[src/rtl/uda_pkg.sv]
// ----------------------------------------------------------------------------
// uda_pkg
// Shared types and constants for the binary to decimal ASCII converter.
// ----------------------------------------------------------------------------
`default_nettype none

package uda_pkg;

  localparam int VALUE_W = 32;
  localparam int DIGIT_W = 4;
  localparam int CHAR_W  = 6;

  // q = (v * DIV10_MAGIC) >> DIV10_SHIFT equals v / 10 for every 32-bit v
  localparam logic [VALUE_W-1:0] DIV10_MAGIC = 32'hCCCC_CCCD;
  localparam int                 DIV10_SHIFT = 35;

  localparam logic [CHAR_W-1:0] ASCII_ZERO = 6'd48;

  typedef enum logic [2:0] {
    ST_IDLE = 3'b001,
    ST_CONV = 3'b010,
    ST_EMIT = 3'b100
  } state_t;

  typedef struct packed {
    logic load;   // capture new value, clear digit count
    logic step;   // store one remainder digit, keep quotient
    logic emit;   // move top stored digit into output register
  } dp_cmd_t;

  typedef struct packed {
    logic quot_zero;  // quotient of current step is zero
    logic cnt_full;   // current step fills the digit store
    logic cnt_one;    // one digit left to emit
  } dp_status_t;

endpackage

`default_nettype wire

[src/rtl/uda_ctrl.sv]
// ----------------------------------------------------------------------------
// uda_ctrl
// Sequencer: accept a value, run the divide-by-ten steps, emit the digits.
// ----------------------------------------------------------------------------
`default_nettype none

module uda_ctrl
  import uda_pkg::*;
(
  input  wire logic       clk,
  input  wire logic       rst_n,
  input  wire logic       in_valid,
  output logic            in_ready,
  output logic            out_valid,
  input  wire logic       out_ready,
  output dp_cmd_t         cmd,
  input  wire dp_status_t st
);

  state_t state_r, state_nxt;
  logic   out_valid_r, out_valid_nxt;

  always_comb begin
    state_nxt     = state_r;
    out_valid_nxt = out_valid_r & ~out_ready;
    cmd           = '0;
    in_ready      = 1'b0;
    unique case (state_r)
      ST_IDLE: begin
        in_ready = 1'b1;
        if (in_valid) begin
          cmd.load  = 1'b1;
          state_nxt = ST_CONV;
        end
      end
      ST_CONV: begin
        cmd.step = 1'b1;
        if (st.quot_zero || st.cnt_full) begin
          state_nxt = ST_EMIT;
        end
      end
      ST_EMIT: begin
        if (!out_valid_r || out_ready) begin
          cmd.emit      = 1'b1;
          out_valid_nxt = 1'b1;
          if (st.cnt_one) begin
            state_nxt = ST_IDLE;
          end
        end
      end
      default: begin
        state_nxt = ST_IDLE;
      end
    endcase
  end

  always_ff @(posedge clk) begin
    if (!rst_n) begin
      state_r     <= ST_IDLE;
      out_valid_r <= 1'b0;
    end else begin
      state_r     <= state_nxt;
      out_valid_r <= out_valid_nxt;
    end
  end

  assign out_valid = out_valid_r;

endmodule

`default_nettype wire

[config.mk]
export PLATFORM = sky130hd
export DESIGN_NAME = uda_ctrl
export DESIGN_NICKNAME = d
export VERILOG_FILES = /design/src/rtl/uda_pkg.sv /design/src/rtl/uda_ctrl.sv
export SDC_FILE = /design/constraint.sdc
export NUM_CORES = 1
export LEC_CHECK = 0
export BUFFER_PORTS_ARGS = -buffer_cell sky130_fd_sc_hd__buf_4
export CAP_MARGIN = 10
export CELL_PAD_IN_SITES_DETAIL_PLACEMENT = 1
export CELL_PAD_IN_SITES_GLOBAL_PLACEMENT = 1
export CORE_AREA = 2 2 39 41
export CTS_BUF_LIST = sky130_fd_sc_hd__clkbuf_16
export CTS_CLUSTER_SIZE = 30
export DETAILED_ROUTE_END_ITERATION = 12
export DIE_AREA = 0 0 41 43
export PLACE_DENSITY = 0.52
export SETUP_SLACK_MARGIN = 0.4
export SKIP_CTS_REPAIR_TIMING = 1
export SLEW_MARGIN = 20
export SYNTH_ARGS = -nofsm -noshare
export SYNTH_HDL_FRONTEND = slang
export SYNTH_SLANG_ARGS = --single-unit
[constraint.sdc]
create_clock -name clk -period 1 [get_ports clk]
set_input_delay 0.1 -clock clk [delete_from_list [all_inputs] [get_ports clk]]
set_output_delay 0.1 -clock clk [all_outputs]
set_load 0.01 [all_outputs]
==> results.py <==
metrics = {
    "synthesis": {
        "synthTopCellsByArea": "dfxtp_1, nor3b_1, o21a_1, nand2b_1, a21oi_2",
        "synth_ff_type": "dfxtp_1",
        "syn-cell-area_um2": 198,
        "yosysUniqueCellTypes": 13,
        "synth_cells": 20,
        "ys_seq_area_share_pct": 40.5,
        "yosysMostFrequentCell": "dfxtp_1",
        "synth_edf_count": 0,
        "async_flop_share_pct": 0,
        "ys_top_cells_by_count": "dfxtp_1, nor3b_1, nand2b_1, o21a_1",
        "avgSynthCellArea_um2": 9.88,
        "synth.yosys.warnings": 0,
        "yosys.area.top_type_share_pct": 40.5,
        "synth_top_area_cell": "dfxtp_1",
        "syn_nets": 27,
        "ys_ff_latch": 4,
    },
    "critical_path": {
        "crit_path_start_kind": "register",
        "path_max_fanout": 3,
        "r2r_end": "state_r[0]$_SDFFE_PN1P_",
        "crit_required_ns": 0.90,
        "r2r-start": "state_r[1]$_SDFFE_PN0P_",
        "crit_path_end_kind": "primary output",
        "reg2reg_depth": 4,
        "cp.arrival_ns": 1.26,
        "crit_type": "register to primary output",
        "endpoint": "cmd[0]",
        "crit_start": "state_r[0]$_SDFFE_PN1P_",
        "r2r_slack_ns": -0.13,
    },
    "outcome": {
        "status": "finished, violations left",
        "violations": "negative setup slack",
    },
    "placed_design": {
        "place_area_um2": 343,
        "portBuffers": 11,
        "placed_cells": 50,
        "gp_congestion": 0.672,
    },
    "timing": {
        "period_minus_slack_ns": 1.36,
        "finalMaxSlewViolations": 0,
        "hold_viol_final": 0,
        "slew_headroom_pct": 82.1,
        "timing.final.crit_share_pct": 136,
        "worst_pin_slew_ns": 0.264,
        "fmaxAchievable_ghz": 0.737,
        "finalWorstSetupSlack_ns": -0.358,
        "rsz0062_at_grt": "yes",
        "skew_ns": 0.00151,
        "final-setup-viol-count": 7,
    },
    "drt": {
        "drtIter0Drc": 3,
        "drtAntennaViolNets": 0,
        "routedWlPerCell_um": 12.7,
        "drt-total-wl_um": 684,
        "drcViolationCount": 0,
        "first_pass_iters": 3,
        "via_per_inst": 4.28,
        "vias": 231,
    },
    "power_and_ir_drop": {
        "leakagePower_nw": 0.195,
        "ir_drop_mv": 0.547,
        "power_density_nw_per_um2": 2010,
    },
    "die": {
        "initial_core_util_pct": 14.3,
        "die_width_um": 41,
        "rows": 14,
        "die_h_um": 43,
        "die_area_um2": 1760,
        "core_um2": 1380,
        "io_pins": 12,
    },
    "layout": {
        "fillCellCount": 156,
        "stdcell_count": 54,
        "area_growth_syn_to_layout_pct": 135,
        "nNetsFinal": 47,
        "insertedDiodeCount": 0,
        "stdcell_area_um2": 464,
        "drive_gt1_share_pct": 71.1,
    },
    "hold_path": {
        "hold_class": "primary input to register",
    },
    "grt": {
        "antenna_found_initial": 0,
        "grt-ovfl-total": 0,
        "grt_max_degree": 5,
        "grt_usage_pct": 9.73,
        "grt_pass1_vias": 284,
        "grt_pass1_wl_um": 1110,
    },
    "clock_network": {
        "htree_levels": 1,
        "clkTransAtPathRegs_ns": 0.03,
        "cts_root_buf": "clkbuf_16",
        "cts_buffer_depth": 2,
        "tritoncts": "built",
        "clock-sinks": 4,
        "clock_latency_ns": 0.22,
        "cts_made_buffers": 3,
    },
    "job": {
        "maxCapViolCount": 0,
    },
}
[report_power, final]
group	leakage [nW]	internal, mW	total, mW	switching, mW
registers	0.0335	0.172	0.180	0.00863
clock network	0.0370	0.510	0.617	0.107
logic	0.125	0.0808	0.135	0.0546
[kinds of logic (layout without fill, tap and decap cells)]
kind of cell / count (synthesis) / in the layout / share of synthesized area, %
flip-flops: 4 / 4 / 40.5
AO/OA/AOI/OAI: 6 / 6 / 23.4
buffers and inverters: 1 / 19 / 1.90
AND/OR/NAND/NOR: 9 / 9 / 34.2
[worst max-delay path, cell delays in order, from the launching register on]
cell and delay, ns:
dfxtp_2 0.33, or3b_4 0.39, and2b_2 0.23, buf_6 0.09
[sequential cells by signal (all words and copies together), names as in the netlist]
register   cells
out_valid      1
state_r        3
[metrics by stage]
step	power, mW	worst slack, ns	hold WS, ns	setup TNS [ns]	util, %
floorplan	0.225	-0.0541	0.178	-0.137	-
global placement	0.288	-0.104	0.329	-0.331	24.8
detailed placement	0.291	-0.115	0.346	-0.363	24.8
CTS	0.916	-0.353	0.119	-1.33	30.2
global route	0.971	-0.393	0.124	-1.60	33.5
finish	0.933	-0.358	0.116	-1.19	33.5
[layer usage]
layer | wire [µm] | track usage (%) | vias to the layer above
met4 | 20 | 8.00 | 0
met3 | 50 | 3.66 | 2
li1 | - | - | 110
met5 | 0 | 0 | -
met2 | 327 | 13.8 | 14
met1 | 285 | 10.9 | 105
[cell type report]
| cell class | instances | area (µm²) | share of cell area [%] |
|---|---|---|---|
| Sequential cell | 4 | 83.8 | 18.1 |
| Inverter | 1 | 3.75 | 0.809 |
| Clock buffer | 3 | 75.1 | 16.2 |
| Tap cell | 16 | 20.0 | 4.31 |
| Multi-Input combinational cell | 15 | 154 | 33.2 |
| Timing Repair Buffer | 15 | 128 | 27.5 |
[cells in the final DEF, fill, tap and decap left out]
cell / instances
inv_1: 1
a21boi_1: 1
a31oi_1: 1
or3b_4: 1
dfxtp_1: 1
nor3b_4: 2
nand2b_1: 2
dfxtp_2: 3
and2_1: 1
o311ai_1: 1
clkbuf_16: 3
buf_6: 4
nor3b_1: 1
o21a_1: 2
and2b_2: 1
a21oi_2: 1
buf_4: 11
nor4b_4: 1
[worst min-delay path by stage]
| stage | from | end | slack (ns) | cells after the start |
|---|---|---|---|---|
| 2_1_floorplan | rst_n | state_r[0]$_SDFFE_PN1P_ | 0.18 | 1 |
| 3_3_place_gp | rst_n | state_r[0]$_SDFFE_PN1P_ | 0.33 | 2 |
| 3_5_place_dp | rst_n | state_r[2]$_SDFFE_PN0P_ | 0.35 | 2 |
| 4_1_cts | rst_n | state_r[0]$_SDFFE_PN1P_ | 0.12 | 2 |
| 5_1_grt | rst_n | state_r[0]$_SDFFE_PN1P_ | 0.12 | 2 |
| 6_report | rst_n | state_r[0]$_SDFFE_PN1P_ | 0.12 | 2 |
No activity file was read; power rests on OpenSTA's default activity.
